<file path="config.mk">
export PLATFORM = sky130hd
export DESIGN_NAME = bdm_fifo
export DESIGN_NICKNAME = d
export VERILOG_FILES = /design/src/hw/rtl/bdm_fifo.sv
export SDC_FILE = /design/constraint.sdc
export NUM_CORES = 1
export LEC_CHECK = 0
export BUFFER_PORTS_ARGS = -buffer_cell sky130_fd_sc_hd__buf_2
export CAP_MARGIN = 40
export CORE_AREA = 2 2 56 69
export CTS_CLUSTER_SIZE = 25
export DETAILED_ROUTE_END_ITERATION = 7
export DIE_AREA = 0 0 58 71
export PLACE_DENSITY = 0.72
export SKIP_LAST_GASP = 1
export SLEW_MARGIN = 10
export SYNTH_ARGS = -nofsm -noshare
export SYNTH_HDL_FRONTEND = slang
export SYNTH_SLANG_ARGS = --single-unit
</file>
<file path="constraint.sdc">
create_clock -name clk -period 1.91 [get_ports clk]
set_input_delay 0.382 -clock clk [delete_from_list [all_inputs] [get_ports clk]]
set_output_delay 0.382 -clock clk [all_outputs]
set_load 0.02 [all_outputs]
</file>
<file path="src/hw/rtl/bdm_fifo.sv">
// bdm_fifo: small register queue with occupancy count
// generic width and depth, no package dependency
`timescale 1ns / 1ps

module bdm_fifo #(
  parameter int WIDTH = 8,
  parameter int DEPTH = 4
) (
  input  logic                       clk,
  input  logic                       rst_n,
  input  logic                       push,
  input  logic [WIDTH-1:0]           din,
  input  logic                       pop,
  output logic [WIDTH-1:0]           dout,
  output logic                       full,
  output logic                       empty,
  output logic [$clog2(DEPTH+1)-1:0] count
);

  localparam int PW = $clog2(DEPTH);
  localparam int CW = $clog2(DEPTH + 1);

  logic [WIDTH-1:0] mem_r [DEPTH];
  logic [PW-1:0]    wr_ptr_r, wr_ptr_nxt;
  logic [PW-1:0]    rd_ptr_r, rd_ptr_nxt;
  logic [CW-1:0]    count_r, count_nxt;
  logic             do_push, do_pop;

  assign full    = (count_r == CW'(DEPTH));
  assign empty   = (count_r == '0);
  assign count   = count_r;
  assign dout    = mem_r[rd_ptr_r];
  assign do_push = push && !full;
  assign do_pop  = pop && !empty;

  // pointer and count update
  always_comb begin
    wr_ptr_nxt = wr_ptr_r;
    rd_ptr_nxt = rd_ptr_r;
    count_nxt  = count_r;
    if (do_push) begin
      wr_ptr_nxt = (wr_ptr_r == PW'(DEPTH - 1)) ? '0 : wr_ptr_r + 1'b1;
    end
    if (do_pop) begin
      rd_ptr_nxt = (rd_ptr_r == PW'(DEPTH - 1)) ? '0 : rd_ptr_r + 1'b1;
    end
    if (do_push && !do_pop) begin
      count_nxt = count_r + 1'b1;
    end else if (do_pop && !do_push) begin
      count_nxt = count_r - 1'b1;
    end
  end

  always_ff @(posedge clk) begin
    if (!rst_n) begin
      wr_ptr_r <= '0;
      rd_ptr_r <= '0;
      count_r  <= '0;
    end else begin
      wr_ptr_r <= wr_ptr_nxt;
      rd_ptr_r <= rd_ptr_nxt;
      count_r  <= count_nxt;
    end
  end

  // entry storage
  always_ff @(posedge clk) begin
    if (do_push) begin
      mem_r[wr_ptr_r] <= din;
    end
  end

endmodule

</file>
==> results of run 1 <==
what timing repair did:
item / 4_1_cts / 5_1_grt
endpoints found under the setup margin: 1 / 9
hold endpoints to repair: 0 / 0
resized for setup: 1 / 3
kinds of logic (layout without fill, tap and decap cells):
group	Yosys count	after routing	share of synthesized area (%)
fa+ha+maj	7	7	5.83
buf+inv	7	40	1.76
compound gates	5	5	1.84
flops	41	41	70.0
simple gates	20	20	6.60
mux	11	11	12.9
xor+xnor	2	2	1.07
metal layers:
metal | vias up | global-route usage, % | wire length [um]
met4 | 0 | 3.88 | 12
met3 | 2 | 5.12 | 140
met5 | - | 0 | 0
met2 | 23 | 26.6 | 1430
li1 | 414 | - | -
met1 | 413 | 16.5 | 1020
synth_stat cells (all sizes together):
master	instances
a21boi	1
and2	5
buf	3
clkbuf	1
dfxtp	9
edfxtp	32
fa	1
ha	6
inv	3
mux2i	3
mux4	8
nand2	6
nand3	2
nor2	2
nor2b	2
nor3	1
nor3b	1
o21ai	3
o31ai	1
or3	1
xnor2	1
xor2	1
metrics by stage:
stage	power, W	hold WS [ns]
3_5_place_dp	0.00205	0.519
3_3_place_gp	0.00201	0.480
6_report	0.00269	0.313
5_1_grt	0.00285	0.307
2_1_floorplan	0.00179	0.468
4_1_cts	0.00271	0.313
layout by cell type (no fill, tap or decap), types with 2 or more instances in the layout:
cell type | synthesis | routed
buf_4 | 0 | 5
nand3_1 | 2 | 2
nor2_1 | 2 | 2
buf_2 | 2 | 23
mux4_2 | 8 | 8
edfxtp_1 | 32 | 32
dfxtp_1 | 9 | 5
nand2_1 | 6 | 6
and2_1 | 5 | 5
o21ai_0 | 3 | 3
ha_1 | 6 | 5
mux2i_1 | 3 | 3
inv_1 | 3 | 3
dfxtp_4 | 0 | 3
clkbuf_8 | 0 | 5
state kept, by name, indices dropped and copies added (netlist names), named ones only:
register / count
wr_ptr_r: 2
mem_r: 32
count: 3
rd_ptr_r: 2
worst max-delay path: stages, from the launching register on:
cell	delay (ns)
dfxtp_4	0.35
buf_4	0.14
o31ai_4	0.22
ha_4	0.17
inv_1	0.04
fa_2	0.33
xor2_1	0.16
or3_1	0.30
a21boi_1	0.13
path summary, 6_finish.rpt:
check / from / to / slack (ns)
worst min-delay path: din[4] / mem_r[0][4] / 0.31
worst min register to register: wr_ptr_r[1] / wr_ptr_r[1] / 0.52
worst max register to register: count[2] / count[2] / -0.007
worst max-delay path: count[2] / count[2] / -0.007
layout make-up:
type                    instances  area (um2)
inverters                       3        11.3
clock inverters                 2        33.8
clock buffers                   6        72.6
fillers                       284        1500
multi-input cells              45         498
well taps                      39        48.8
repair buffers                 29         164
flip-flops and latches         41        1150
where the power goes:
part / switching, W / total, W / internal, W
clock: 0.000271 / 0.000656 / 0.000386
sequential: 0.0000992 / 0.00121 / 0.00111
combinational: 0.000424 / 0.000820 / 0.000396
total: 0.000794 / 0.00269 / 0.00189
==> run_results.csv, run 1 <==
group,metric,value,unit
layout,drive_gt1_share,41.3,%
yosys,synth_area_per_cell,17.5,um2
placement,place_congestion,0.661,
layout,nNetsFinal,144,
sta,max_slew_margin,70.8,%
worst_setup_path,crit_required,2.12,ns
layout,final_area,1980,um2
clock_tree,cts_max_level,2,
outcome,violations,"setup timing",
die,core_area,3480,um2
clock_tree,path_clk_slew,0.07,ns
pwr,p_leak,0.730,nW
die,die_width,58,um
sta,clock.fmax,522,MHz
sta,rsz0062_at_grt,"yes",
detailed_routing,vias,852,
min_path,min_path_cells,1,
grt,grt.total_usage,14.8,%
placement,dpl-instance-area,1870,um2
layout,instances_no_fill,165,
layout,area_delta_synth_final,21.6,%
detailed_routing,drtAntennaViolNets,0,
grt,grt_max_degree,13,
sta,finClkSkew,0.00593,ns
worst_setup_path,crit_path_end_kind,"flop",
detailed_routing,drtPass1Iterations,4,
clock_tree,insertion_delay,0.28,ns
die,dieArea,4120,um2
clock_tree,cts-root-buf,"clkbuf_8",
min_path,hp-class,"in2reg",
worst_setup_path,crit_type,"reg2reg",
pwr,ir_worst_vdd,919,uV
detailed_routing,drc,0,
die,boundaryPins,25,
layout,num_antenna_cells,0,
clock_tree,numCtsBuffers,5,
yosys,ys_types,23,
grt,antenna_found_initial,0,
detailed_routing,routed_wl,2.59,mm
outcome,status,"complete, but fails checks",
yosys,yosysTopAreaCell,"edfxtp_1",
placement,place_inst,157,
grt,grt_pass1_wl,4.46,mm
pwr,power.density,1360,nW/um2
run,drv_cap,0,
detailed_routing,drt_iter0_drc,24,
yosys,synth_nets,112,
yosys,ys_warn_count,0,
clock_tree,tritoncts,"built",
sta,setup_tns,-0.00702,ns
clock_tree,clock_path_buffers,2,
grt,grt_overflow,0,
detailed_routing,vias_per_cell,5.16,
clock_tree,cts_sinks,41,
sta,setup_viol,1,
yosys,synthTopCellsByArea,"edfxtp_1, dfxtp_1, mux4_2",
sta,hold_viol,0,
placement,place_ws,-0.0277,ns
die,rows,24,
yosys,yosys.area.top_type_share,58.9,%
layout,final_util,56.9,%
yosys,postSynthRegisterBits,41,
die,die_h,71,um
worst_setup_path,r2r.worst_path.cells,8,
yosys,synthCells,93,
yosys,netlist_area,1630,um2
clock_tree,cts_hold_buf,0,
clock_tree,cts_setup_buffers,0,
detailed_routing,wire_per_inst,15.7,um
sta,final.period_utilization,100,%
sta,slew_violations,0,
sta,timing.final.ws_setup,-0.00702,ns
worst_setup_path,crit_fanout,4,
sta,worst_slew_pin_slew,0.438,ns
placement,port_buffers,24,
die,initial_core_util,46.8,%
grt,grt_pass1_vias,973,
worst_setup_path,cp_data_arrival_time,2.13,ns
yosys,ys_seq_area_share,70.0,%
sta,fin_crit,1.92,ns
placement,hpwl,1.89,mm
worst_setup_path,start_kind,"flop",
(Power assumes the default switching activity.)
==> run 2, diff against run 1 <==
--- a/constraint.sdc
+++ b/constraint.sdc
@@ -3,2 +3,2 @@
 set_output_delay 0.382 -clock clk [all_outputs]
-set_load 0.02 [all_outputs]
+set_load 0.005 [all_outputs]
==> run 2 against run 1 <==
Effect of this change: the flow still finishes with violations (setup timing); non-clock buffer count is 1 higher; register-to-register slack lost 0.03 ns; clock-buffer cell count is the same; clock skew down 0.00089 ns; sequential power barely moved; first-iteration DRC count fell by 38%; global-route usage shrank 0.061 points; total power fell by 5.5%; clock power down 0.8%; flip-flop and latch count did not move; critical path depth did not move; wire length is 2.4% lower; critical endpoint unchanged; largest cell class unchanged.
==> run_results.csv, run 2 (synthesis results as in run 1) <==
group,metric,value,unit
outcome,status,"complete, but fails checks",
outcome,violations,"setup timing",
clock_tree,cts_sinks,41,
clock_tree,insertion_delay,0.29,ns
placement,place_ws,-0.0957,ns
pwr,combinationalPowerShare,27.7,%
sta,hold_viol,0,
clock_tree,cts_setup_buffers,0,
detailed_routing,vias_per_cell,5.18,
layout,num_antenna_cells,0,
placement,hpwl,1.88,mm
detailed_routing,drtAntennaViolNets,0,
grt,grt_pass1_wl,4.30,mm
pwr,switching_share,25.7,%
placement,place_congestion,0.687,
sta,timing.final.ws_setup,-0.0379,ns
pwr,power.switching,0.000652,W
worst_setup_path,start_kind,"flop",
grt,grt_pass1_vias,896,
layout,nNetsFinal,145,
worst_setup_path,crit_type,"reg2reg",
layout,largest_reg_flops,32,
layout,layout_commonest_cell,"edfxtp_1",
clock_tree,tritoncts,"built",
detailed_routing,drt_iter0_drc,15,
pwr,ir_worst_vdd,700,uV
die,die_width,58,um
pwr,design_power_total,0.00254,W
sta,max_slew_margin,71.0,%
min_path,hp-class,"in2reg",
grt,grt_max_degree,13,
sta,fin_crit,1.95,ns
worst_setup_path,r2r-end,"count[2]",
sta,setup_tns,-0.0379,ns
pwr,p_clk_share,25.6,%
worst_setup_path,rr_startpoint,"count[2]",
detailed_routing,routed_wl,2.53,mm
min_path,hold_path_startpoint,"din[0]",
pwr,pwr-share-seq,46.7,%
detailed_routing,wire_per_inst,15.2,um
pwr,internal-power,0.00189,W
sta,rsz0062_at_grt,"yes",
run,drv_cap,0,
pwr,power.density,1290,nW/um2
sta,worst_slew_pin_slew,0.434,ns
detailed_routing,drc,0,
placement,port_buffers,24,
die,initial_core_util,46.8,%
worst_setup_path,crit_path_end_kind,"flop",
worst_setup_path,crit_fanout,5,
clock_tree,clock_path_buffers,2,
min_path,min_path_cells,1,
die,rows,24,
worst_setup_path,r2r_setup_slack,-0.04,ns
layout,final_cell_mix,"edfxtp_1, buf_2, mux4_2",
clock_tree,path_clk_slew,0.07,ns
sta,slew_violations,0,
worst_setup_path,r2r.worst_path.cells,8,
die,die_h,71,um
grt,grt_overflow,0,
sta,final.period_utilization,102,%
clock_tree,numCtsBuffers,5,
min_path,hold_end,"mem_r[2][0]",
die,dieArea,4120,um2
pwr,p_leak,0.734,nW
layout,largest_register,"mem_r",
sta,finClkSkew,0.00504,ns
layout,nFillCells,292,
detailed_routing,vias,860,
die,core_area,3480,um2
layout,drive_gt1_share,41.7,%
die,boundaryPins,25,
sta,setup_viol,1,
sta,clock.fmax,513,MHz
clock_tree,cts-root-buf,"clkbuf_8",
detailed_routing,drtPass1Iterations,4,
worst_setup_path,crit_required,2.13,ns
layout,area_delta_synth_final,21.0,%
worst_setup_path,cp_data_arrival_time,2.16,ns
grt,grt.total_usage,14.8,%
grt,antenna_found_initial,0,
clock_tree,cts_max_level,2,
run 2: changes by cell type in the layout (fill, tap and decap cells not counted), sizes merged:
cell and delta:
buf +1
run 2: layout make-up:
class	instances	area (um2)	share of cell area, %
multi-input cells	45	492	24.9
well taps	39	48.8	2.47
repair buffers	30	169	8.56
clock inverters	2	33.8	1.71
inverters	3	11.3	0.571
clock buffers	6	72.6	3.68
flip-flops and latches	41	1150	58.1
run 2: what timing repair did:
item                                    4_1_cts  5_1_grt
resized for setup                             1        2
endpoints found under the setup margin        1        6
hold buffers                                  0        0
run 2: critical path, cell delays in order (launching register included):
cell,delay [ns]
dfxtp_2,0.32
buf_4,0.14
o31ai_4,0.23
ha_4,0.18
inv_1,0.05
fa_2,0.33
xor2_1,0.15
or3_1,0.32
a21boi_1,0.15
run 2: power by group through the flow:
stage	sequential (W)	combinational, W	clock (W)
2_1_floorplan	0.00119	0.000445	0
3_3_place_gp	0.00119	0.000688	0
3_5_place_dp	0.00120	0.000713	0
4_1_cts	0.00118	0.000717	0.000674
5_1_grt	0.00120	0.000792	0.000704
6_report	0.00119	0.000703	0.000651
run 2: how the worst max path moves through the flow:
| stage | from | endpoint | slack (ns) | cells after the start |
|---|---|---|---|---|
| 2_1_floorplan | count[2] | count[2] | 0.02 | 9 |
| 3_3_place_gp | push | count[2] | 0.03 | 8 |
| 3_5_place_dp | push | count[2] | -0.1 | 8 |
| 4_1_cts | count[2] | count[2] | -0.07 | 8 |
| 5_1_grt | count[2] | count[2] | -0.16 | 8 |
| 6_report | count[2] | count[2] | -0.04 | 8 |
run 2: through the flow:
step	cell area (um2)	cells	utilization (%)	hold WS [ns]
floorplan	1670	93	-	0.468
global placement	1860	158	53.4	0.480
detailed placement	1860	158	53.4	0.491
CTS	1970	166	56.5	0.289
global route	1970	166	56.6	0.299
finish	1970	166	56.6	0.302
run 2: metal layers:
| metal | part of all wire, % | up-vias | wire (um) | track usage, % |
|---|---|---|---|---|
| met2 | 54 | 27 | 1380 | 23.5 |
| li1 | - | 414 | - | - |
| met1 | 36 | 412 | 910 | 16.7 |
| met3 | 7.0 | 7 | 176 | 6.22 |
| met5 | 0 | - | 0 | 0 |
| met4 | 2.7 | 0 | 68 | 8.01 |
==> run 3, diff against run 2 <==
- ABC_AREA: unset -> 0
- CELL_PAD_IN_SITES_DETAIL_PLACEMENT: unset -> 0
- CELL_PAD_IN_SITES_GLOBAL_PLACEMENT: unset -> 2
- CORE_AREA: 2 2 56 69 -> 2 2 65 79
- DIE_AREA: 0 0 58 71 -> 0 0 67 81
==> run 3 against run 2 <==
Effect of this change: the run now ends clean; final cell count up 13%; largest cell class unchanged; die area grew 32%; non-clock buffer count is 1 higher; first-iteration DRC count rose by 150%; final area grew 1.9%; critical endpoint unchanged; wire length is 3.6% higher.
==> run_results.csv, run 3 (synthesis results as in run 1) <==
group,metric,value,unit
outcome,status,"finished, final reports clean",
sta,fin_crit,1.89,ns
clock_tree,cts-root-buf,"clkbuf_8",
layout,nFillCells,455,
detailed_routing,wl_met2,1.40,mm
sta,slew_violations,0,
placement,place_congestion,0.699,
layout,drive_gt1_share,41.4,%
placement,hpwl,1.86,mm
clock_tree,clock_path_buffers,2,
worst_setup_path,start_kind,"flop",
pwr,power.density,1270,nW/um2
grt,grt_overflow,0,
die,die_width,67,um
worst_setup_path,crit_type,"reg2reg",
sta,rsz0062_at_grt,"yes",
die,rows,28,
worst_setup_path,r2r_setup_slack,0.02,ns
sta,worst_slew_pin_slew,0.419,ns
grt,grt.total_usage,11.3,%
layout,seq_area,1150,um2
sta,final.period_utilization,99.0,%
pwr,p_leak,0.739,nW
detailed_routing,drc,0,
die,core_area,4760,um2
clock_tree,cts_setup_buffers,0,
grt,grt_max_degree,13,
worst_setup_path,cp_data_arrival_time,2.11,ns
detailed_routing,drtAntennaViolNets,0,
detailed_routing,routed_wl,2.62,mm
worst_setup_path,crit_path_end_kind,"flop",
sta,finClkSkew,0.00214,ns
layout,area_delta_synth_final,23.3,%
sta,setup_viol,0,
sta,max_slew_margin,72.0,%
placement,port_buffers,24,
worst_setup_path,crit_required,2.12,ns
clock_tree,path_clk_slew,0.07,ns
layout,multi_input_comb_area,492,um2
detailed_routing,top_layer_used,"met4",
detailed_routing,vias,872,
grt,antenna_found_initial,0,
worst_setup_path,cp-startpoint,"count[2]",
worst_setup_path,r2r-end,"count[2]",
worst_setup_path,rr_startpoint,"count[2]",
clock_tree,cts_hold_buf,0,
detailed_routing,vias_per_cell,4.64,
sta,clock.fmax,529,MHz
detailed_routing,wire_per_inst,13.9,um
clock_tree,numCtsBuffers,5,
detailed_routing,route.met3.wl,146,um
layout,num_antenna_cells,0,
run,drv_cap,0,
layout,largest_reg_flops,32,
detailed_routing,drt_iter0_drc,37,
layout,final_util,42.2,%
grt,grt_pass1_wl,4.24,mm
sta,hold_slack,0.309,ns
worst_setup_path,crit_fanout,5,
clock_tree,tritoncts,"built",
layout,final_cell_mix,"edfxtp_1, buf_2, mux4_2",
die,boundaryPins,25,
detailed_routing,m1WireLength,999,um
layout,largest_register,"mem_r",
clock_tree,cts_sinks,41,
layout,layout_commonest_cell,"edfxtp_1",
grt,grt_pass1_vias,903,
sta,hold_viol,0,
layout,nNetsFinal,146,
detailed_routing,drtPass1Iterations,4,
die,initial_core_util,34.2,%
worst_setup_path,endpoint,"count[2]",
clock_tree,cts_max_level,2,
worst_setup_path,r2r.worst_path.cells,8,
min_path,hp-class,"in2reg",
clock_tree,insertion_delay,0.29,ns
die,dieArea,5430,um2
pwr,ir_worst_vdd,608,uV
die,die_h,81,um
-- run 3: cell types whose count changed in the layout (fill, tap and decap cells not counted), sizes merged --
cell  previous run  this run
buf             30        31
-- run 3: critical path, stage by stage, from the launching register on --
cell	delay [ns]
dfxtp_2	0.32
buf_4	0.14
o31ai_4	0.21
ha_4	0.17
inv_1	0.05
fa_2	0.33
xor2_1	0.15
or3_1	0.31
a21boi_1	0.13
-- run 3: layer usage --
metal	up-vias	track usage, %
met1	429	11.4
met5	-	0
met2	23	19.5
met4	0	7.35
met3	5	3.74
li1	415	-
-- run 3: final cells by class --
cell class | count | area share, %
flip-flops and latches | 41 | 57.2
multi-input cells | 45 | 24.5
repair buffers | 31 | 8.77
well taps | 60 | 3.73
clock buffers | 6 | 3.61
clock inverters | 2 | 1.68
inverters | 3 | 0.560
-- run 3: power by group --
group	internal, W	switching (W)
combinational	0.000396	0.000298
clock	0.000385	0.000275
sequential	0.00111	0.0000873
-- run 3: metrics by stage --
stage                     cell area [um2]  setup TNS, ns  power (W)  setup WS, ns  std cells
after floorplan                      1670              0    0.00164        0.0222         93
after global placement               1890              0    0.00190        0.0246        180
after detailed placement             1890         -0.103    0.00192        -0.103        180
after CTS                            2000        -0.0126    0.00259       -0.0126        188
after global routing                 2010        -0.0726    0.00272       -0.0726        188
final                                2010              0    0.00255        0.0191        188
-- run 3: what timing repair did --
item,CTS,global route
gates resized for setup,2,2
pin swaps,0,1
setup endpoints to repair,1,7
-- run 3: worst min path at each step --
stage / start / to / cells past startpoint
floorplan: wr_ptr_r[1] / wr_ptr_r[1] / 2
global placement: wr_ptr_r[1] / wr_ptr_r[1] / 2
detailed placement: wr_ptr_r[1] / wr_ptr_r[1] / 2
CTS: din[2] / mem_r[2][2] / 1
global route: din[2] / mem_r[3][2] / 1
finish: din[4] / mem_r[1][4] / 1
